**config.mk**
```make
export PLATFORM = sky130hd
export DESIGN_NAME = qs_div_cell
export DESIGN_NICKNAME = d
export VERILOG_FILES = /design/src/design/qs_pkg.sv /design/src/design/qs_div_cell.sv
export SDC_FILE = /design/constraint.sdc
export NUM_CORES = 1
export LEC_CHECK = 0
export BUFFER_PORTS_ARGS = -buffer_cell sky130_fd_sc_hd__buf_4
export CAP_MARGIN = 20
export CORE_MARGIN = 2
export CORE_UTILIZATION = 30
export DETAILED_ROUTE_END_ITERATION = 7
export GPL_ROUTABILITY_DRIVEN = 0
export SETUP_SLACK_MARGIN = 0.05
export SLEW_MARGIN = 20
export SYNTH_ARGS = -nofsm -noshare
export SYNTH_HDL_FRONTEND = slang
export SYNTH_SLANG_ARGS = --single-unit
```
**constraint.sdc**
```tcl
create_clock -name clk -period 3.5 [get_ports clk]
set_clock_uncertainty 0.2 [all_clocks]
set_input_delay 0.525 -clock clk [delete_from_list [all_inputs] [get_ports clk]]
set_output_delay 0.525 -clock clk [all_outputs]
set_load 0.02 [all_outputs]
```
**src/design/qs_pkg.sv**
```systemverilog
// quaternion slerp shared constants, arctangent table and fixed widths
`default_nettype none
package qs_pkg;

  // fixed formats of the angle, sine and weight datapath
  localparam int ANG_FRAC  = 30;
  localparam int SQ_W      = 64;
  localparam int VEC_XW    = 34;
  localparam int ANG_W     = 33;
  localparam int ROT_W     = 33;
  localparam int DEN_W     = 32;
  localparam int REM_W     = 33;
  localparam int WQ_W      = 31;
  localparam int T_W       = 17;
  localparam int THR_W     = 29;
  localparam int MAX_ITERS = 32;

  localparam logic [T_W-1:0]   T_ONE      = 17'd65536;
  localparam logic [WQ_W-1:0]  ONE_Q30    = 31'h4000_0000;
  localparam logic [THR_W-1:0] THR_RESET  = 29'd26844;
  localparam logic [SQ_W-1:0]  SQ_ONE     = 64'd1;
  localparam logic [SQ_W-1:0]  SQ_ARG_TOP = 64'h1000_0000_0000_0000;

  // atan(2^-i) scaled by 2^30, truncated
  localparam logic [31:0] ATAN_TAB [0:MAX_ITERS-1] = '{
    32'h3243F6A8, 32'h1DAC6705, 32'h0FADBAFC, 32'h07F56EA6, 32'h03FEAB76, 32'h01FFD55B,
    32'h00FFFAAA, 32'h007FFF55, 32'h003FFFEA, 32'h001FFFFD, 32'h000FFFFF, 32'h0007FFFF,
    32'h0003FFFF, 32'h0001FFFF, 32'h0000FFFF, 32'h00007FFF, 32'h00003FFF, 32'h00001FFF,
    32'h00000FFF, 32'h000007FF, 32'h000003FF, 32'h000001FF, 32'h000000FF, 32'h0000007F,
    32'h0000003F, 32'h0000001F, 32'h0000000F, 32'h00000007, 32'h00000003, 32'h00000001,
    32'h00000000, 32'h00000000
  };

endpackage
`default_nettype wire

```
**src/design/qs_div_cell.sv**
```systemverilog
// one restoring division step over several lanes, one quotient bit each
`default_nettype none
module qs_div_cell #(
  parameter int IDX    = 0,
  parameter int SIDE_W = 1,
  parameter int LANES  = 2
) (
  input  wire                     clk,
  input  wire                     rst,
  input  wire                     en,
  input  wire                     in_valid,
  input  wire [qs_pkg::DEN_W-1:0] in_den [LANES],
  input  wire [qs_pkg::REM_W-1:0] in_rem [LANES],
  input  wire [qs_pkg::WQ_W-1:0]  in_q [LANES],
  input  wire [SIDE_W-1:0]        in_side,
  output logic                    out_valid,
  output logic [qs_pkg::DEN_W-1:0] out_den [LANES],
  output logic [qs_pkg::REM_W-1:0] out_rem [LANES],
  output logic [qs_pkg::WQ_W-1:0]  out_q [LANES],
  output logic [SIDE_W-1:0]       out_side
);
  import qs_pkg::*;

  logic [REM_W:0]  rem2 [LANES];
  logic [REM_W-1:0] rem_next [LANES];
  logic [WQ_W-1:0] q_next [LANES];

  // first step tests the dividend as is, later steps shift in a zero
  always_comb begin
    for (int k = 0; k < LANES; k++) begin
      if (IDX == 0) begin
        rem2[k] = {1'b0, in_rem[k]};
      end else begin
        rem2[k] = {in_rem[k], 1'b0};
      end
      if (rem2[k] >= (REM_W + 1)'(in_den[k])) begin
        rem_next[k] = REM_W'(rem2[k] - (REM_W + 1)'(in_den[k]));
        q_next[k]   = {in_q[k][WQ_W-2:0], 1'b1};
      end else begin
        rem_next[k] = REM_W'(rem2[k]);
        q_next[k]   = {in_q[k][WQ_W-2:0], 1'b0};
      end
    end
  end

  always_ff @(posedge clk) begin
    if (rst) begin
      out_valid <= 1'b0;
    end else if (en) begin
      out_valid <= in_valid;
    end
  end

  always_ff @(posedge clk) begin
    if (en) begin
      out_den  <= in_den;
      out_rem  <= rem_next;
      out_q    <= q_next;
      out_side <= in_side;
    end
  end
endmodule
`default_nettype wire

```
==> results_dict.tcl <==
set metrics [dict create \
    postCtsResizedCells 0 \
    drt_pre_antenna_iters 5 \
    cp-end-kind "flop" \
    clk_pin_slew_worst_paths_ns 0.08 \
    avgSynthCellArea_sq_um 11.9 \
    grt_usage_pct 16.1 \
    worst_hold_startpoint "in_q[22]" \
    drv_cap 0 \
    num_vias 8376 \
    synth_top_cell_by_area "edfxtp_1" \
    drive_above_1_share_pct 38.9 \
    die_w_um 192 \
    reg2reg_depth 2 \
    min_to "out_q[23]" \
    yosysUniqueCellTypes 64 \
    core-area_sq_um 34600 \
    synth-compound-area-share_pct 14.6 \
    grt_pass1_vias 8040 \
    ys_top_cells_by_count "edfxtp_1 (193), a21oi_1 (86), inv_1 (82)" \
    synth.area.top_cells "edfxtp_1 (55%), ha_1 (7.6%), a21oi_1 (4.1%)" \
    clk_latency_ns 0.45 \
    worstSetupPathType "input port to flop" \
    wl_met1_um 12700 \
    cts_num_sinks 194 \
    cp.arrival_ns 3.11 \
    final_max_slew_viol_count 0 \
    vias_per_cell 4.66 \
    cts_inserted_buffers 17 \
    syn_inst 890 \
    critPathMaxFanout 5 \
    hold_class "input port to flop" \
    yosysWarnings 0 \
    ys.flop_type "edfxtp_1" \
    worstPathRequired_ns 3.51 \
    nets 1589 \
    min_period_ns 3.11 \
    worst_hold_slack_ns 0.0431 \
    start_util_pct 30.6 \
    nFillCells 3276 \
    chipHeight_um 192 \
    die_area_sq_um 36800 \
    htreeDepth 4 \
    cts_max_path_buffers 2 \
    synthMuxAreaShare_pct 5.62 \
    synth-simple-area-share_pct 8.33 \
    startpoint_type "input port" \
    p_per_area_nw_per_um2 459 \
    routed.top_layer "met4" \
    synth_most_common_cell "edfxtp_1" \
    setup_violations 0 \
    regToRegSetupSlack_ns 2.71 \
    syn_nets 1153 \
    ys_seq_elements 194 \
    rsz0062_at_grt "false" \
    fmax_mhz 322 \
    peakVddDrop_mv 0.346 \
    io_buffers 388 \
    ios 391 \
    rows 68 \
    cts_setup_buffers 0 \
    pre_cts_ws_ns -0.0840 \
    cts_tree "done" \
    whs_path_depth 1 \
    netlist_area_sq_um 10600 \
    timing.critical_path.from "in_rem[0]" \
    antenna_found_initial 2 \
    drt.antenna.violating_nets 0 \
    leakage_nw 6.75 \
    wl_met2_um 15300 \
    yosysSeqAreaShare_pct 54.9 \
    status "finished clean" \
    synthAdderAreaFrac_pct 7.94 \
    fin_crit_sh_pct 88.8 \
    routed_wl_um 30800 \
    synth-xor-area-share_pct 4.38 \
    syn2layout_area_growth_pct 41.2 \
    r2r-end "out_valid" \
    synth_top_family_by_area "compound AO/OA/AOI/OAI gates" \
    cts_root_buffer "clkbuf_16" \
    wl_per_cell_um 17.1 \
    cts.hold.buffers_added 1 \
    async_flop_share_pct 0 \
    drt_iter0_drc 387 \
    synth_top_area_share_pct 54.7 \
    regArea_sq_um 5820 \
    dpl.hpwl_um 24600 \
    multiInputGateArea_sq_um 4340 \
    relSlewSlack_pct 64.3 \
    worstMarginPinSlew_ns 0.536 \
    hold_viol 0 \
    grt_max_degree 76 \
    setup_ws_ns 0.393 \
    overflow 0 \
    dr_wl_met3_um 2350 \
    reg2reg_from "out_valid" \
    drc 0 \
    grt_pass1_wl_um 44800 \
    synth_edf_count 193 \
]
area by class of cell:
class	count	share of cell area [%]
Multi-Input combinational cell	594	29.0
Inverter	82	2.06
Clock buffer	17	2.85
Clock inverter	15	0.971
Timing Repair Buffer	437	22.3
Tap cell	455	3.81
Sequential cell	194	38.9
Antenna cell	2	0.0335
how the worst max path moves through the flow:
stage               cells past startpoint          end  slack, ns
floorplan                              11  out_rem[10]       0.12
global placement                       13  out_rem[24]      -0.09
detailed placement                     13  out_rem[24]      -0.08
CTS                                    13  out_rem[24]       0.41
global route                           13  out_rem[24]       0.22
finish                                 13  out_rem[24]       0.39
cell usage in the layout (no fill, tap or decap), types with 35 or more instances in the layout:
cell / instances
a21o_1: 35
a21oi_1: 86
buf_4: 431
edfxtp_1: 193
ha_1: 64
inv_1: 82
nand2_1: 60
nor2_1: 60
o21ai_0: 40
xnor2_1: 35
routing by layer:
layer / GRT usage, % / up-vias
met4: 4.53 / 0
met2: 28.1 / 250
met5: 0 / -
met1: 19.1 / 3923
li1: - / 4181
met3: 4.64 / 22
power by group:
part,total [mW],internal [mW],switching [mW]
Combinational,2.00,0.939,1.06
Clock,1.93,0.946,0.981
Sequential,2.93,2.86,0.0709
logic make-up after synthesis:
logic type      after synthesis
mux                          45
fa+ha+maj                    66
flops                       194
compound gates              238
xor+xnor                     53
buf+inv                     102
simple gates                192
registers in the layout (all words and copies together) (netlist names):
signal,flops
out_den,64
out_side,1
out_valid,1
out_rem,66
out_q,62
critical path: stages:
cell and delay (ns):
buf_4 0.11, inv_1 0.06, ha_1 0.18, fa_1 0.22
nor2b_1 0.07, o31a_1 0.28, o31ai_1 0.30, a21oi_1 0.15
buf_4 0.18, a21oi_1 0.39, o221ai_1 0.24, xnor2_1 0.16
mux2_4 0.25
stage by stage:
step,area [sq um],power [mW],setup TNS (ns),util (%),instances
floorplan,10600,4.11,0,-,890
global placement,14400,4.98,-0.135,41.5,1761
detailed placement,14400,5.00,-0.177,41.5,1761
CTS,14900,6.96,0,43.2,1794
global route,14900,7.20,0,43.2,1794
finish,15000,6.86,0,43.2,1796
(Power assumes the default switching activity.)
