[src/design/qs_pkg.sv]
// quaternion slerp shared constants, arctangent table and fixed widths
`default_nettype none
package qs_pkg;

  // fixed formats of the angle, sine and weight datapath
  localparam int ANG_FRAC  = 30;
  localparam int SQ_W      = 64;
  localparam int VEC_XW    = 34;
  localparam int ANG_W     = 33;
  localparam int ROT_W     = 33;
  localparam int DEN_W     = 32;
  localparam int REM_W     = 33;
  localparam int WQ_W      = 31;
  localparam int T_W       = 17;
  localparam int THR_W     = 29;
  localparam int MAX_ITERS = 32;

  localparam logic [T_W-1:0]   T_ONE      = 17'd65536;
  localparam logic [WQ_W-1:0]  ONE_Q30    = 31'h4000_0000;
  localparam logic [THR_W-1:0] THR_RESET  = 29'd26844;
  localparam logic [SQ_W-1:0]  SQ_ONE     = 64'd1;
  localparam logic [SQ_W-1:0]  SQ_ARG_TOP = 64'h1000_0000_0000_0000;

  // atan(2^-i) scaled by 2^30, truncated
  localparam logic [31:0] ATAN_TAB [0:MAX_ITERS-1] = '{
    32'h3243F6A8, 32'h1DAC6705, 32'h0FADBAFC, 32'h07F56EA6, 32'h03FEAB76, 32'h01FFD55B,
    32'h00FFFAAA, 32'h007FFF55, 32'h003FFFEA, 32'h001FFFFD, 32'h000FFFFF, 32'h0007FFFF,
    32'h0003FFFF, 32'h0001FFFF, 32'h0000FFFF, 32'h00007FFF, 32'h00003FFF, 32'h00001FFF,
    32'h00000FFF, 32'h000007FF, 32'h000003FF, 32'h000001FF, 32'h000000FF, 32'h0000007F,
    32'h0000003F, 32'h0000001F, 32'h0000000F, 32'h00000007, 32'h00000003, 32'h00000001,
    32'h00000000, 32'h00000000
  };

endpackage
`default_nettype wire

[src/design/qs_vec_cell.sv]
// one vectoring cordic iteration, accumulates the angle
`default_nettype none
module qs_vec_cell #(
  parameter int IDX    = 0,
  parameter int SIDE_W = 1
) (
  input  wire                             clk,
  input  wire                             rst,
  input  wire                             en,
  input  wire                             in_valid,
  input  wire signed [qs_pkg::VEC_XW-1:0] in_x,
  input  wire signed [qs_pkg::VEC_XW-1:0] in_y,
  input  wire signed [qs_pkg::ANG_W-1:0]  in_z,
  input  wire [SIDE_W-1:0]                in_side,
  output logic                            out_valid,
  output logic signed [qs_pkg::VEC_XW-1:0] out_x,
  output logic signed [qs_pkg::VEC_XW-1:0] out_y,
  output logic signed [qs_pkg::ANG_W-1:0]  out_z,
  output logic [SIDE_W-1:0]               out_side
);
  import qs_pkg::*;

  localparam logic signed [ANG_W-1:0] ATAN_I = $signed({1'b0, ATAN_TAB[IDX]});

  logic signed [VEC_XW-1:0] x_next;
  logic signed [VEC_XW-1:0] y_next;
  logic signed [ANG_W-1:0]  z_next;

  // drive y toward zero
  always_comb begin
    if (in_y >= 0) begin
      x_next = in_x + (in_y >>> IDX);
      y_next = in_y - (in_x >>> IDX);
      z_next = in_z + ATAN_I;
    end else begin
      x_next = in_x - (in_y >>> IDX);
      y_next = in_y + (in_x >>> IDX);
      z_next = in_z - ATAN_I;
    end
  end

  always_ff @(posedge clk) begin
    if (rst) begin
      out_valid <= 1'b0;
    end else if (en) begin
      out_valid <= in_valid;
    end
  end

  always_ff @(posedge clk) begin
    if (en) begin
      out_x    <= x_next;
      out_y    <= y_next;
      out_z    <= z_next;
      out_side <= in_side;
    end
  end
endmodule
`default_nettype wire

[config.mk]
export PLATFORM = sky130hd
export DESIGN_NAME = qs_vec_cell
export DESIGN_NICKNAME = d
export VERILOG_FILES = /design/src/design/qs_pkg.sv /design/src/design/qs_vec_cell.sv
export SDC_FILE = /design/constraint.sdc
export NUM_CORES = 1
export LEC_CHECK = 0
export BUFFER_PORTS_ARGS = -buffer_cell sky130_fd_sc_hd__buf_2
export CAP_MARGIN = 20
export CORE_AREA = 2 2 159 161
export DETAILED_ROUTE_END_ITERATION = 10
export DIE_AREA = 0 0 161 163
export HOLD_SLACK_MARGIN = 0.06
export PLACE_DENSITY_LB_ADDON = 0.15
export SKIP_CTS_REPAIR_TIMING = 1
export SLEW_MARGIN = 20
export SYNTH_ARGS = -nofsm -noshare
export SYNTH_HDL_FRONTEND = slang
export SYNTH_SLANG_ARGS = --single-unit
[constraint.sdc]
create_clock -name clk -period 4.1 [get_ports clk]
set_clock_uncertainty 0.1 [all_clocks]
set_input_delay 0.205 -clock clk [delete_from_list [all_inputs] [get_ports clk]]
set_output_delay 0.205 -clock clk [all_outputs]
set_load 0.005 [all_outputs]
==> flow_summary.yaml, run 1 <==
detailed_routing:
  num_vias: 9906
  avgRoutedWirePerCell_um: 18.0
  dr.pass1.iters: 5
  viasPerCell: 5.66
  remaining_drc_errors: 0
  drt.antenna.violating_nets: 0
  drt_iter0_markers: 1018
  wirelength_mm: 31.5
yosys:
  yosys.area.top_type: "edfxtp_1"
  yosys.cell_types.count: 84
  syn_area_mm2: 0.0104
  syn_area_per_cell_um2: 8.43
  synthDominantCellAreaShare_pct: 29.1
  ys_ff_latch: 102
  ys_warn_count: 0
  synthFlopType: "edfxtp_1"
  synth_fp_nets: 1459
  synthArstFlopShare_pct: 0
  synth_seq_area_share_pct: 29.3
  syn_inst: 1236
  synth_edf_count: 101
  synthTopCellsByArea: "edfxtp_1 (29%), ha_1 (14%), a21oi_1 (8.1%)"
global_route:
  grt_pass1_wl_mm: 49.3
  use_met1_pct: 34.1
  use_met3_pct: 3.00
  grt_overflow: 0
  grt.total_usage_pct: 23.5
  grt_antenna_before_repair: 0
  top_usage_layer: "met2"
  met2_usage_pct: 36.7
  first_global_vias: 9017
  grt_start_max_net_pins: 74
setup_path:
  cp-start-kind: "input port"
  reg2reg_depth: 3
  crit_path_top_delay_cell: "ha_1"
  cpPeakStageDelay_ns: 0.56
  path_cells: "buf_2, inv_1, ha_1, nor2_1, a211oi_1, a21oi_2, a211oi_2, nor4b_2, a211oi_2, o21ai_0, a31oi_1, o21ai_0, xnor2_1"
  required_ns: 4.10
  worstPathMaxFanout: 14
  ff2ff_setup_slack_ns: 2.86
  critPathKind: "input port to register"
  arrival_ns: 3.32
  crit_path_end_kind: "register"
sta:
  hold_violations: 0
  setup_tns_ns: 0
  final_max_slew_viol_count: 0
  max_freq_mhz: 301
  rsz0062_at_grt: "no"
  tightest_slew_ns: 0.980
  slew_headroom_pct: 34.6
  finalCriticalPeriod_ns: 3.33
  min_period_over_period_pct: 81.1
  setup_viol: 0
placed_design:
  place_congestion: 0.960
  detailed_place_hpwl_mm: 25.0
  dpl_cell_area_mm2: 0.0117
  port_buffers: 208
clock_network:
  clk_latency_ns: 0.35
  clock_path_buffers: 2
  root_buffer: "clkbuf_16"
  cts_sinks: 102
  cts_made_buffers: 9
  cts_max_level: 3
  cts.clk_slew.worst_paths_ns: 0.07
  cts_tree: "done"
layout:
  final_layout_size_suffix_gt1_share_pct: 19.3
  final_area_mm2: 0.0121
  mostFrequentLayoutCells: "buf_2 (206), a21oi_1 (168), inv_1 (116), ha_1 (114), nor2_1 (102)"
  antenna_cells: 0
  syn2layout_area_growth_pct: 16.1
  final_common_cell: "buf_2"
  fin_nets: 1638
status:
  status: "finished clean"
die:
  start_util_pct: 42.2
  core_mm2: 0.0247
  ios: 209
  die_area_mm2: 0.0262
  die_h_um: 163
  placementRows: 58
  die_width_um: 161
power_and_ir_drop:
  cellLeakagePower_nw: 5.27
  peakVddDrop_mv: 0.171
  power_density_mw_per_mm2: 313
run:
  drv_cap: 0
worst_hold_path:
  min_path_cells: 2
  hold_class: "input port to register"
-- worst max-delay path, delay by kind of cell --
kind | cells | cell delay [ns]
AO/OA/AOI/OAI | 7 | 2.04
XOR/XNOR | 1 | 0.16
adder cells (fa/ha/maj) | 1 | 0.56
buffers and inverters | 2 | 0.15
AND/OR/NAND/NOR | 2 | 0.20
-- registers in the layout, summed over array words and instances, names as in the netlist --
register / count
out_x: 34
out_y: 33
out_z: 33
out_side: 1
out_valid: 1
-- final timing paths --
| check | startpoint | to |
|---|---|---|
| setup / recovery | in_x[6] | out_y[32] |
| hold / removal | in_z[3] | out_z[3] |
| setup reg to reg | out_valid | out_valid |
| hold reg to reg | out_valid | out_valid |
-- per-layer routing --
metal / wire length, um / part of all wire, % / up-vias
met4: 671 / 2.1 / 0
met5: 0 / 0 / -
met3: 2280 / 7.2 / 41
li1: - / - / 4774
met1: 14500 / 46 / 4640
met2: 14000 / 45 / 451
-- kinds of logic after synthesis --
| family | Yosys count | synth area share [%] |
|---|---|---|
| AO/OA/AOI/OAI | 429 | 26.5 |
| XOR/XNOR | 97 | 8.16 |
| adder cells (fa/ha/maj) | 118 | 14.4 |
| buffers and inverters | 187 | 7.15 |
| flip-flops | 102 | 29.3 |
| multiplexers | 13 | 1.25 |
| AND/OR/NAND/NOR | 290 | 13.3 |
-- area by class of cell --
type	instances	area, um2
Timing Repair Buffer	233	1250
Inverter	122	458
Clock buffer	10	229
Tap cell	330	413
Multi-Input combinational cell	947	6620
Clock inverter	6	68.8
Sequential cell	102	3050
Fill cell	2413	12600
-- per-stage QoR --
step / utilization [%] / setup slack [ns] / hold slack, ns / instances / power [mW]
floorplan: - / 0.173 / 0.177 / 1236 / 2.33
CTS: 48.7 / 0.854 / -0.118 / 1743 / 3.80
global route: 49.0 / 0.472 / 0.100 / 1750 / 4.00
global placement: 47.5 / 0.467 / 0.265 / 1727 / 2.88
finish: 49.0 / 0.774 / 0.0793 / 1750 / 3.78
detailed placement: 47.5 / 0.476 / 0.273 / 1727 / 2.89
-- Yosys cell counts (all sizes together) (12+ instances only) --
cell type / n
buf: 29
clkbuf: 36
edfxtp: 101
a21oi: 170
a211oi: 15
o21ai: 87
nor3: 23
xor2: 22
xnor2: 75
nand2b: 12
mux2i: 13
nor2: 102
o21bai: 27
ha: 114
o31ai: 18
inv: 118
nor2b: 17
nand2: 62
a21o: 21
nand3: 19
-- power by group --
part / total, mW / internal (mW) / switching, mW
combinational: 1.47 / 0.587 / 0.882
clock: 0.896 / 0.479 / 0.417
sequential: 1.42 / 1.37 / 0.0466
Power figures use the tool's default switching activity.
==> inputs of run 2 (changes only) <==
==> constraint.sdc (replaced) <==
create_clock -name clk -period 3.2 [get_ports clk]
set_clock_uncertainty 0.1 [all_clocks]
set_input_delay 0.16 -clock clk [delete_from_list [all_inputs] [get_ports clk]]
set_output_delay 0.16 -clock clk [all_outputs]
set_load 0.005 [all_outputs]
==> run 2 against run 1 <==
Compared with the run above: global-route usage grew 0.74 points; total power grew 33%; final area grew 4.9%; largest cell class unchanged.
==> flow_summary.yaml, run 2 (same netlist as run 1, synthesis figures left out) <==
sta:
  setup_viol: 0
  max_freq_mhz: 327
  final_max_slew_viol_count: 0
  finalCriticalPeriod_ns: 3.06
  hold_violations: 0
  min_period_over_period_pct: 95.5
  rsz0062_at_grt: "no"
  slew_headroom_pct: 45.4
  tightest_slew_ns: 0.820
layout:
  mostFrequentLayoutCells: "buf_2 (206), a21oi_1 (166), inv_1 (116), ha_1 (113), nor2_1 (102)"
  syn2layout_area_growth_pct: 21.8
  multiInputGateArea_mm2: 0.00664
  final_layout_size_suffix_gt1_share_pct: 23.4
  largest_register_ffs: 34
  seq_area_mm2: 0.00305
  top_regs: "out_x (34), out_y (33), out_z (33)"
  fillers: 2417
  utilization_pct: 51.4
  fin_nets: 1710
  antenna_cells: 0
  top_register: "out_x"
  final_common_cell: "buf_2"
die:
  ios: 209
  die_h_um: 163
  core_mm2: 0.0247
  start_util_pct: 42.2
  die_area_mm2: 0.0262
  die_width_um: 161
  placementRows: 58
placed_design:
  place_congestion: 1.01
  port_buffers: 208
  detailed_place_hpwl_mm: 26.1
clock_network:
  cts.clk_slew.worst_paths_ns: 0.08
  root_buffer: "clkbuf_16"
  clock_path_buffers: 2
  clk_latency_ns: 0.35
  cts_made_buffers: 9
  cts_tree: "done"
  cts_max_level: 3
  cts_sinks: 102
setup_path:
  crit_path_end_kind: "register"
  cp-start-kind: "input port"
  required_ns: 3.21
  critPathKind: "input port to register"
  reg2reg_depth: 3
  arrival_ns: 3.06
  worstPathMaxFanout: 6
  ff2ff_setup_slack_ns: 1.95
worst_hold_path:
  min_path_cells: 2
  hold_class: "input port to register"
global_route:
  grt_overflow: 0
  top_usage_layer: "met2"
  met2_usage_pct: 38.5
  use_met1_pct: 35.3
  grt_pass1_wl_mm: 50.5
  first_global_vias: 9332
  use_met3_pct: 2.57
  grt_antenna_before_repair: 0
  grt_start_max_net_pins: 69
  grt.total_usage_pct: 24.3
power_and_ir_drop:
  power_density_mw_per_mm2: 397
  cellLeakagePower_nw: 5.63
  power_switching_mw: 1.80
  peakVddDrop_mv: 0.214
  p_clk_share_pct: 23.9
  switching_share_pct: 35.9
  seqPwrFrac_pct: 35.9
  total_power_mw: 5.03
  combinationalPowerShare_pct: 40.2
  internal_power_mw: 3.23
detailed_routing:
  drt_iter0_markers: 969
  wirelength_mm: 32.6
  viasPerCell: 5.56
  drt.antenna.violating_nets: 0
  num_vias: 10123
  remaining_drc_errors: 0
  dr.pass1.iters: 6
  avgRoutedWirePerCell_um: 17.9
run:
  drv_cap: 0
status:
  status: "finished clean"
==> run 2: changes by cell type in the layout (fill, tap and decap cells not counted) <==
cell and change:
buf_4 +69, a21oi_1 -2, a21oi_2 +2, buf_12 +2, o21ai_0 -2, o21ai_1 +2, a31oi_2 -1, a31oi_4 +1
clkbuf_1 -1, dlygate4sd3_1 +1, ha_1 -1, ha_2 +1, inv_8 +1
==> run 2: layout make-up <==
type                            count  area share, %
Clock inverter                      7          0.631
Sequential cell                   102           24.1
Timing Repair Buffer              305           14.3
Multi-Input combinational cell    947           52.3
Inverter                          122           3.61
Clock buffer                        9           1.78
Tap cell                          330           3.26
==> run 2: routing by layer <==
layer  vias to the layer above  part of all wire, %
li1                       4917                    -
met2                       400                   44
met3                        55                  6.1
met5                         -                    0
met1                      4751                   47
met4                         0                  2.4
==> run 2: critical path, stage by stage <==
cell and delay, ns:
dlygate4sd3_1 0.53, buf_2 0.16, ha_2 0.21, o211a_1 0.25, o31ai_2 0.23, nand3_1 0.17
a31oi_4 0.21, o31ai_4 0.13, o211ai_1 0.20, o21ai_0 0.19, a221oi_1 0.36, o31a_1 0.18
xnor2_1 0.07
==> run 2: worst paths after layout <==
check             from   endpoint
min           in_x[33]  out_y[33]
max            in_z[3]  out_z[29]
max reg2reg  out_valid  out_valid
min reg2reg  out_valid  out_valid
==> run 2: stage by stage <==
| step | setup TNS [ns] | hold WS (ns) | cell area, um2 | cells | setup slack, ns |
|---|---|---|---|---|---|
| after detailed placement | -1.76 | 0.223 | 12300 | 1798 | -0.217 |
| final | 0 | 0.0751 | 12700 | 1822 | 0.144 |
| after CTS | 0 | -0.161 | 12600 | 1814 | 0.167 |
| after global routing | 0 | 0.0735 | 12700 | 1822 | 0.000844 |
| after global placement | -1.30 | 0.217 | 12300 | 1798 | -0.178 |
| after floorplan | -0.0619 | 0.132 | 10500 | 1236 | -0.0619 |
==> run 2: power by group through the flow <==
| stage | combinational [mW] | sequential [mW] | clock, mW |
|---|---|---|---|
| 3_5_place_dp | 1.99 | 1.84 | 0 |
| 3_3_place_gp | 1.99 | 1.84 | 0 |
| 4_1_cts | 2.00 | 1.81 | 1.23 |
| 6_report | 2.03 | 1.81 | 1.20 |
| 2_1_floorplan | 1.14 | 1.87 | 0 |
| 5_1_grt | 2.22 | 1.82 | 1.27 |
