==> config.mk <==
export PLATFORM = sky130hd
export DESIGN_NAME = qs_sqrt_cell
export DESIGN_NICKNAME = d
export VERILOG_FILES = /design/src/design/qs_pkg.sv /design/src/design/qs_sqrt_cell.sv
export SDC_FILE = /design/constraint.sdc
export NUM_CORES = 1
export LEC_CHECK = 0
export ABC_AREA = 0
export BUFFER_PORTS_ARGS = -buffer_cell sky130_fd_sc_hd__clkbuf_2
export CAP_MARGIN = 20
export CORE_AREA = 2 2 156 158
export CTS_BUF_LIST = sky130_fd_sc_hd__clkbuf_4
export CTS_CLUSTER_DIAMETER = 40
export DETAILED_ROUTE_END_ITERATION = 10
export DIE_AREA = 0 0 158 160
export SLEW_MARGIN = 40
export SYNTH_ARGS = -nofsm -noshare
export SYNTH_HDL_FRONTEND = slang
export SYNTH_SLANG_ARGS = --single-unit
==> constraint.sdc <==
create_clock -name clk -period 5.2 [get_ports clk]
set_input_delay 1.04 -clock clk [delete_from_list [all_inputs] [get_ports clk]]
set_output_delay 1.04 -clock clk [all_outputs]
set_load 0.1 [all_outputs]
==> src/design/qs_pkg.sv <==
// quaternion slerp shared constants, arctangent table and fixed widths
`default_nettype none
package qs_pkg;

  // fixed formats of the angle, sine and weight datapath
  localparam int ANG_FRAC  = 30;
  localparam int SQ_W      = 64;
  localparam int VEC_XW    = 34;
  localparam int ANG_W     = 33;
  localparam int ROT_W     = 33;
  localparam int DEN_W     = 32;
  localparam int REM_W     = 33;
  localparam int WQ_W      = 31;
  localparam int T_W       = 17;
  localparam int THR_W     = 29;
  localparam int MAX_ITERS = 32;

  localparam logic [T_W-1:0]   T_ONE      = 17'd65536;
  localparam logic [WQ_W-1:0]  ONE_Q30    = 31'h4000_0000;
  localparam logic [THR_W-1:0] THR_RESET  = 29'd26844;
  localparam logic [SQ_W-1:0]  SQ_ONE     = 64'd1;
  localparam logic [SQ_W-1:0]  SQ_ARG_TOP = 64'h1000_0000_0000_0000;

  // atan(2^-i) scaled by 2^30, truncated
  localparam logic [31:0] ATAN_TAB [0:MAX_ITERS-1] = '{
    32'h3243F6A8, 32'h1DAC6705, 32'h0FADBAFC, 32'h07F56EA6, 32'h03FEAB76, 32'h01FFD55B,
    32'h00FFFAAA, 32'h007FFF55, 32'h003FFFEA, 32'h001FFFFD, 32'h000FFFFF, 32'h0007FFFF,
    32'h0003FFFF, 32'h0001FFFF, 32'h0000FFFF, 32'h00007FFF, 32'h00003FFF, 32'h00001FFF,
    32'h00000FFF, 32'h000007FF, 32'h000003FF, 32'h000001FF, 32'h000000FF, 32'h0000007F,
    32'h0000003F, 32'h0000001F, 32'h0000000F, 32'h00000007, 32'h00000003, 32'h00000001,
    32'h00000000, 32'h00000000
  };

endpackage
`default_nettype wire

==> src/design/qs_sqrt_cell.sv <==
// one step of the bitwise integer square root
`default_nettype none
module qs_sqrt_cell #(
  parameter int IDX    = 0,
  parameter int SIDE_W = 1
) (
  input  wire                   clk,
  input  wire                   rst,
  input  wire                   en,
  input  wire                   in_valid,
  input  wire [qs_pkg::SQ_W-1:0] in_v,
  input  wire [qs_pkg::SQ_W-1:0] in_res,
  input  wire [SIDE_W-1:0]      in_side,
  output logic                  out_valid,
  output logic [qs_pkg::SQ_W-1:0] out_v,
  output logic [qs_pkg::SQ_W-1:0] out_res,
  output logic [SIDE_W-1:0]     out_side
);
  import qs_pkg::*;

  localparam logic [SQ_W-1:0] BIT_VAL = SQ_ONE << (62 - 2 * IDX);

  logic [SQ_W-1:0] trial;
  logic [SQ_W-1:0] v_next;
  logic [SQ_W-1:0] res_next;

  // trial subtract of the current root bit
  always_comb begin
    trial = in_res + BIT_VAL;
    if (in_v >= trial) begin
      v_next   = in_v - trial;
      res_next = (in_res >> 1) + BIT_VAL;
    end else begin
      v_next   = in_v;
      res_next = in_res >> 1;
    end
  end

  always_ff @(posedge clk) begin
    if (rst) begin
      out_valid <= 1'b0;
    end else if (en) begin
      out_valid <= in_valid;
    end
  end

  always_ff @(posedge clk) begin
    if (en) begin
      out_v    <= v_next;
      out_res  <= res_next;
      out_side <= in_side;
    end
  end
endmodule
`default_nettype wire

==> out/qor.txt, run 1 <==
Setup_tns = 0 ns
Vias in the first global route = 7517
Ys Warns = 0
Post-CTS Repair Setup Buffers = 0
Placed insts = 1468
Levels on crit path = 12
CTS max path bufs = 2
Crit. Startpoint = in_res[31]
Pin count of the biggest net entering global routing = 98
Initial core utilization = 36.90%
GP Congestion = 0.8262
Syn nets = 1114
Post-synth top area share = 44.07%
Cell taking the most area after synthesis = edfxtp_1
Unrepaired setup endpoints after global routing = false
Routed WL = 24.54 mm
Req. time, crit path = 5.55 ns
Port Buffer Count = 262
Max VDD drop = 0.1622 mV
Setup-failing EPs final = 0
Post-synthesis mux area share = 0.8683%
CP top delay family = simple AND/OR/NAND/NOR gates
Complex-gate fraction of the synthesized area = 21.45%
Via count = 7594
Synth Area per Inst = 9.596 um2
Largest family of logic cells by synthesized area = compound AO/OA/AOI/OAI gates
Bufs and invs on worst path = 4
RR Endpoint = out_valid
Drt pass-1 iters = 5
Share of layout cells above drive strength 1 = 26.87%
Cell breakdown of the critical path = clkbuf_2, inv_1, ha_1, nand4_1, nor3_1, inv_1, nor3_1, nand3_1, a31oi_4, nor2_4, buf_12, o41ai_1
Die Area = 25280 um2
Nets = 1361
Power density cells = 361.8 nW/um2
Clock slew at reported path FFs = 0.13 ns
Crit path kind = in2reg
Worst setup SP type = primary input
Post-synth EDFFs = 129
Fin crit share = 71.38%
MaxCap Viol Count = 0
Die width = 158 um
Post-synthesis adder-cell area fraction = 9.338%
Hold Path Depth = 2
Std cell rows = 57
Vias per cell = 5.059
Simple-gate area share of the yosys netlist = 12.87%
Post-Syn Instances = 916
Status = finished, final reports clean
R2r setup slk = 4.60 ns
Gr ovfl total = 0
Root buffer cell = clkbuf_4
Clock Skew = 0 ns
Post-detail-place hpwl = 19.06 mm
Syn-to-layout area delta = 21.75%
Max Fclk = 269.4 MHz
Synth Area in XOR/XNOR = 5.779%
Hold Path Origin = out_valid
CP max-delay cell = o41ai_1
Synth Flop Type = edfxtp_1
Hold Path Class = reg2reg
Clk Latency, worst-skew pair = 0.57 ns
Initial DRC Count = 397
Slew HR = 49.56%
Synth cell count leaders = edfxtp_1 (129), nand2_1 (106), o21ai_0 (88), a21oi_1 (86), inv_1 (80)
Arrival time at the worst endpoint = 4.06 ns
Asr flop ratio synth = 0%
Num CTS Buffers = 17
#FFs+latches synth = 130
Setup crit end kind = flop
Post-CTS resize count = 0
Sink Count = 130
Final ANT Viol Nets = 0
Lkg Pwr = 4.903 nW
Hold Buf Count CTS = 0
I/O pin cnt = 263
Most frequent cell after synthesis = edfxtp_1
Count of cell types in the netlist = 65
Mapped Area = 8790 um2
Slowest Stage Delay on Critical Path = 0.47 ns
Max FO, Critical Path = 61
Hold endpoint = out_valid
Sequential area share after synthesis = 44.30%
All-Layer GR Usage = 19.40%
H-tree depth = 4
Height of the die = 160 um
First-pass GRT wire length = 38.40 mm
Worst-Margin Slew = 0.7567 ns
Wirelength per Cell = 16.35 um
FF-to-FF Start = out_valid
CTS tree = yes
Core Region = 23820 um2
Final hold vios = 0
Initial antenna violation count = 1
DRC violations left = 0
Post-route minimum period = 3.712 ns
R2R depth = 2
Non-filler cells, final = 1501
Max Slew Vio Count = 0
Synth area leaders = edfxtp_1 (44%), ha_1 (9.1%), o21ai_0 (5.0%), a21oi_1 (4.9%), nand2_1 (4.5%)
area by class of cell:
| class | instances | area [um2] |
|---|---|---|
| clock buffer | 17 | 127.6 |
| inverter | 80 | 300.3 |
| antenna | 1 | 2.502 |
| clock inverter | 15 | 181.4 |
| tap | 324 | 405.4 |
| sequential | 130 | 3894 |
| fill | 2446 | 13120 |
| timing repair buffer | 265 | 1369 |
| multi-input combinational | 669 | 4422 |
report_power, final:
| group | total, mW | switching (mW) | internal, mW |
|---|---|---|---|
| Clock | 0.791 | 0.453 | 0.337 |
| Sequential | 1.34 | 0.0312 | 1.31 |
| Combinational | 1.74 | 1.37 | 0.371 |
| Total | 3.87 | 1.86 | 2.01 |
metal layers:
layer  vias up  routed length, um  GRT usage [%]
li1       3851                  -              -
met1      3497              11680          27.03
met2       225              11120          30.45
met3        21               1337          4.043
met4         0                400          5.651
met5         -                  0              0
cell families (layout without fill, tap and decap cells):
| kind of cell | Yosys count | after routing |
|---|---|---|
| adder cells (fa/ha/maj) | 65 | 65 |
| AO/OA/AOI/OAI | 303 | 303 |
| multiplexers | 7 | 7 |
| buffers and inverters | 117 | 377 |
| XOR/XNOR | 58 | 58 |
| AND/OR/NAND/NOR | 236 | 236 |
| other | 0 | 1 |
| flip-flops | 130 | 130 |
cells in the final DEF, fill, tap and decap left out, types with 3 or more instances in the layout:
master,n
a211o_1,3
a211oi_1,4
a21boi_0,4
a21o_1,45
a21oi_1,86
a31oi_1,6
and3_1,3
and4_1,4
bufinv_16,3
clkbuf_2,261
clkbuf_4,17
clkinv_2,3
clkinv_4,4
edfxtp_1,129
ha_1,64
inv_1,80
inv_6,3
mux2_2,5
nand2_1,106
nand2b_1,4
nand3_1,9
nand4_1,24
nor2_1,38
nor2b_1,8
nor3_1,15
nor4_1,3
nor4bb_1,3
o211ai_1,6
o21a_1,9
o21ai_0,88
o21ai_1,5
o21bai_1,21
o221ai_1,3
o31ai_1,3
or3_1,3
xnor2_1,33
xor2_1,25
state kept, by name, summed over array words and instances (netlist names):
| name | flops |
|---|---|
| out_res | 64 |
| out_side | 1 |
| out_v | 64 |
| out_valid | 1 |
worst register-to-register path, cell delays in order (launching register included):
cell	delay, ns
dfxtp_1	0.33
mux2i_1	0.12
nor2_1	0.05
how the worst max path moves through the flow:
stage | endpoint | slack (ns)
after floorplan | out_v[62] | 1.56
after global placement | out_v[62] | 0.85
after detailed placement | out_v[62] | 0.85
after CTS | out_v[62] | 1.46
after global routing | out_v[38] | 1.26
final | out_v[38] | 1.49
stage by stage:
step                setup WS, ns  util, %  cell area, um2  hold slack (ns)  power (mW)
floorplan                  1.565        -            8790           0.9705       2.768
detailed placement        0.8462    43.62           10390           0.4948       3.105
global placement          0.8541    43.60           10390           0.4769       3.101
finish                     1.488    44.93           10700           0.5231       3.872
CTS                        1.458    44.92           10700           0.5286       3.904
global route               1.261    44.93           10700           0.5687       4.056
(Power assumes the default switching activity.)
==> inputs of run 2 (changes only) <==
==> constraint.sdc (replaced) <==
create_clock -name clk -period 3.66 [get_ports clk]
set_input_delay 0.732 -clock clk [delete_from_list [all_inputs] [get_ports clk]]
set_output_delay 0.732 -clock clk [all_outputs]
set_load 0.1 [all_outputs]
==> out/qor.txt, run 2 (same netlist as run 1, synthesis figures left out) <==
Sw Share = 45.70%
Clk Latency, worst-skew pair = 0.58 ns
CTS tree = yes
Hold Path Class = in2reg
Top Registers = out_res x64, out_v x64
Final worst-path setup slack = 0.3226 ns
Gr ovfl total = 0
MaxCap Viol Count = 0
Post-CTS Repair Setup Buffers = 0
Hold Slack = 0.2805 ns
Max Fclk = 299.6 MHz
Initial core utilization = 36.90%
Std cell rows = 57
Pint = 3.132 mW
CP max-delay cell = a31oi_1
Die Area = 25280 um2
Flop pwr share = 33.0%
Slew HR = 56.41%
Hold Path Origin = rst
Routed WL = 24.85 mm
Slowest Stage Delay on Critical Path = 0.54 ns
Worst-Margin Slew = 0.6539 ns
Setup_tns = 0 ns
Most common cell after layout, fill and taps aside = clkbuf_2
Crit. Startpoint = in_res[1]
Syn-to-layout area delta = 27.08%
Clock network power share = 22.7%
Setup-failing EPs final = 0
Setup crit end kind = flop
Final ANT Viol Nets = 0
CTS max path bufs = 2
Clock Skew = 0 ns
R2R depth = 2
Die width = 158 um
Worst setup SP type = primary input
Lkg Pwr = 5.184 nW
Met2 Use GR = 31.25%
Net Switching = 2.636 mW
Post-route cell area = 11170 um2
Most frequent cells in the layout = clkbuf_2 (261), edfxtp_1 (129), nand2_1 (106)
Hold Path Depth = 2
Via count = 7815
Pin count of the biggest net entering global routing = 86
Drt pass-1 iters = 7
Root buffer cell = clkbuf_4
Unrepaired setup endpoints after global routing = false
Initial DRC Count = 514
Post-CTS resize count = 0
Initial antenna violation count = 2
Nets = 1411
Crit path kind = in2reg
First-pass GRT wire length = 38.84 mm
Arrival time at the worst endpoint = 3.67 ns
Placed Instance Area = 10790 um2
Post-route minimum period = 3.337 ns
GRT Max-Usage Layer = met2
GRT met3 Usage = 4.043%
Max FO, Critical Path = 3
Most used cell, CP = o21ai_0
Fin crit share = 91.19%
DRC violations left = 0
Post-detail-place hpwl = 19.32 mm
Fill count = 2356
Num CTS Buffers = 17
RR Endpoint = out_valid
Met1 track demand over resource = 26.73%
Hold endpoint = out_valid
FF-to-FF Start = out_valid
Core Region = 23820 um2
Max VDD drop = 0.2207 mV
Height of the die = 160 um
Hold Buf Count CTS = 0
Combinational fraction of design power = 44.4%
Req. time, crit path = 3.99 ns
Total Power = 5.768 mW
Status = finished, final reports clean
All-Layer GR Usage = 19.60%
H-tree depth = 4
R2r setup slk = 3.07 ns
Sink Count = 130
Power density cells = 516.4 nW/um2
Port Buffer Count = 262
Cell breakdown of the critical path = clkbuf_2, inv_1, ha_1, nor2b_1, o2111ai_1, a21boi_2, o21ai_0, a31oi_1, a31oi_1, o211ai_1, o21ai_0, xnor2_1, o21ai_0
Share of layout cells above drive strength 1 = 29.85%
DP Worst Slack = -0.2425 ns
Vias per cell = 5.039
Wirelength per Cell = 16.02 um
Clock slew at reported path FFs = 0.14 ns
Vias in the first global route = 7755
Final hold vios = 0
Max Slew Vio Count = 0
I/O pin cnt = 263
GP Congestion = 0.8540
[run 2: changes by cell type in the layout (fill, tap and decap cells not counted), sizes merged]
cell    change
buf        +50
clkinv      -3
bufinv      +3
[run 2: critical path: cells and delay by family]
family                     cells  cell delay (ns)
AOI/OAI and AO/OA              8             2.22
adders and majority gates      1             0.27
buffers and inverters          2             0.15
xor gates and xnor gates       1             0.15
and+or+nand+nor                1             0.14
[run 2: cell type report]
type	count	area (um2)	area share, %
diodes	1	2.502	0.02240
clock buffers	17	127.6	1.143
clock inverters	15	252.7	2.263
inverters	80	300.3	2.688
multi-input cells	669	4422	39.59
flip-flops and latches	130	3894	34.86
well taps	324	405.4	3.629
repair buffers	315	1765	15.81
[run 2: routing by layer]
metal,up-vias,part of all wire [%]
met5,-,0.044
met4,2,1.9
met3,37,5.9
met2,263,46
met1,3562,46
li1,3951,-
[run 2: how the worst max path moves through the flow]
stage | endpoint | slack, ns
after floorplan | out_v[62] | 0.33
after global placement | out_v[63] | -0.31
after detailed placement | out_v[63] | -0.24
after CTS | out_v[63] | 0.33
after global routing | out_v[63] | 0.13
final | out_v[63] | 0.32
[run 2: stage by stage]
step | util, % | cells
3_3_place_gp | 45.28 | 1518
5_1_grt | 46.89 | 1551
4_1_cts | 46.88 | 1550
2_1_floorplan | - | 916
3_5_place_dp | 45.28 | 1518
6_report | 46.89 | 1551
[run 2: power by group through the flow]
stage / sequential (mW) / combinational [mW] / clock (mW)
after floorplan: 3.19 / 0.745 / 0
after global placement: 1.93 / 2.55 / 0
after detailed placement: 1.94 / 2.55 / 0
after global routing: 1.92 / 2.71 / 1.40
final: 1.90 / 2.56 / 1.31
after CTS: 1.90 / 2.56 / 1.34
==> inputs of run 3 (changes only) <==
--- a/config.mk
+++ b/config.mk
@@ -8,11 +8,12 @@
 export ABC_AREA = 0
 export BUFFER_PORTS_ARGS = -buffer_cell sky130_fd_sc_hd__clkbuf_2
 export CAP_MARGIN = 20
-export CORE_AREA = 2 2 156 158
+export CORE_AREA = 2 2 131 133
 export CTS_BUF_LIST = sky130_fd_sc_hd__clkbuf_4
 export CTS_CLUSTER_DIAMETER = 40
 export DETAILED_ROUTE_END_ITERATION = 10
-export DIE_AREA = 0 0 158 160
+export DIE_AREA = 0 0 133 135
+export PLACE_DENSITY = 0.82
 export SLEW_MARGIN = 40
 export SYNTH_ARGS = -nofsm -noshare
 export SYNTH_HDL_FRONTEND = slang
==> out/qor.txt, run 3 (same netlist as run 1, synthesis figures left out) <==
DRC violations left = 0
Post-route minimum period = 3.264 ns
Unrepaired setup endpoints after global routing = false
Nets = 1404
Max VDD drop = 0.2776 mV
Vias per cell = 5.557
GP Congestion = 0.9056
MaxCap Viol Count = 0
Drt pass-1 iters = 5
Top Registers = out_res x64, out_v x64
Die Area = 17960 um2
Syn-to-layout area delta = 24.43%
Std cell rows = 47
Post-detail-place hpwl = 18.64 mm
Fin crit share = 89.19%
Worst-Margin Slew = 0.6078 ns
Req. time, crit path = 3.99 ns
Vias in the first global route = 7638
Most common cell after layout, fill and taps aside = clkbuf_2
Total Power = 5.633 mW
Root buffer cell = clkbuf_4
Clock Skew = 0 ns
Num CTS Buffers = 17
Height of the die = 135 um
Power density cells = 515.1 nW/um2
CTS max path bufs = 2
Gr ovfl total = 0
GRT met3 Usage = 5.143%
Initial antenna violation count = 1
Clock slew at reported path FFs = 0.13 ns
Slew HR = 59.30%
Via count = 8007
First-pass GRT wire length = 37.10 mm
H-tree depth = 4
Initial core utilization = 53.57%
Crit path kind = in2reg
I/O pin cnt = 263
Max Slew Vio Count = 0
Post-route cell area = 10940 um2
Max FO, Critical Path = 4
Clk Latency, worst-skew pair = 0.57 ns
Setup-failing EPs final = 0
Arrival time at the worst endpoint = 3.59 ns
Non-filler cells, final = 1441
Hold Path Class = in2reg
Share of layout cells above drive strength 1 = 29.20%
Post-CTS resize count = 0
Met1 track demand over resource = 34.42%
Met2 Use GR = 42.72%
Hold Buf Count CTS = 0
Max Fclk = 306.3 MHz
Pin count of the biggest net entering global routing = 60
Post-CTS Repair Setup Buffers = 0
Wirelength per Cell = 16.16 um
Routed WL = 23.29 mm
All-Layer GR Usage = 25.89%
Initial DRC Count = 734
Worst setup SP type = primary input
Status = finished, final reports clean
Sink Count = 130
Port Buffer Count = 262
Setup crit end kind = flop
Final hold vios = 0
Placed Instance Area = 10590 um2
Most frequent cells in the layout = clkbuf_2 (261), edfxtp_1 (129), nand2_1 (106)
Die width = 133 um
Placed insts = 1407
Fin util = 66.66%
Lkg Pwr = 5.127 nW
GRT Max-Usage Layer = met2
Core Region = 16410 um2
Final ANT Viol Nets = 0
CTS tree = yes
==> run 3: cell count changes in the layout (fill, tap and decap cells not counted) <==
cell       before  now
clkinv_1        0    3
clkinv_4        3    1
diode_2         1    2
buf_12          4    3
inv_6           3    2
clkinv_2        1    2
buf_4          49   43
bufinv_16       6    5
==> run 3: area by class of cell <==
class	count	area, um2
antenna	2	5.005
clock inverter	15	212.7
clock buffer	17	127.6
tap	220	275.3
fill	1351	5470
sequential	130	3894
inverter	80	300.3
timing repair buffer	308	1700
multi-input combinational	669	4422
==> run 3: final timing paths <==
| path | endpoint | startpoint | cells past startpoint | slack [ns] |
|---|---|---|---|---|
| max | out_v[63] | in_v[1] | 12 | 0.40 |
| min | out_valid | rst | 2 | 0.29 |
| max reg2reg | out_valid | out_valid | 2 | 3.07 |
| min reg2reg | out_valid | out_valid | 2 | 0.51 |
==> run 3: worst max-delay path, cell delays in order <==
cell and delay [ns]:
clkbuf_2 0.11, ha_1 0.31, nor2b_1 0.15, o2111ai_1 0.30, a21boi_2 0.15, o21ai_0 0.38, a31oi_1 0.24, a31oi_1 0.49
o211ai_1 0.25, o21ai_0 0.26, xnor2_1 0.14, o21ai_0 0.08
==> run 3: per-stage QoR <==
step	hold WS (ns)	setup TNS [ns]	setup slack, ns
2_1_floorplan	0.8044	0	0.3325
3_3_place_gp	0.4738	-0.5337	-0.2234
3_5_place_dp	0.4852	-0.3131	-0.1432
4_1_cts	0.2740	0	0.4408
5_1_grt	0.2780	0	0.2873
6_report	0.2902	0	0.3956
==> run 3: metal layers <==
metal  up-vias  part of all wire [%]
met1      3693                    43
met2       341                    48
met4         0                   2.3
met3        37                   6.8
met5         -                     0
li1       3936                     -
==> run 3: where the power goes <==
| part | switching [mW] | internal, mW | leakage, nW |
|---|---|---|---|
| clock network | 0.584 | 0.605 | 0.175 |
| registers | 0.0455 | 1.85 | 1.27 |
| logic | 1.96 | 0.583 | 3.68 |
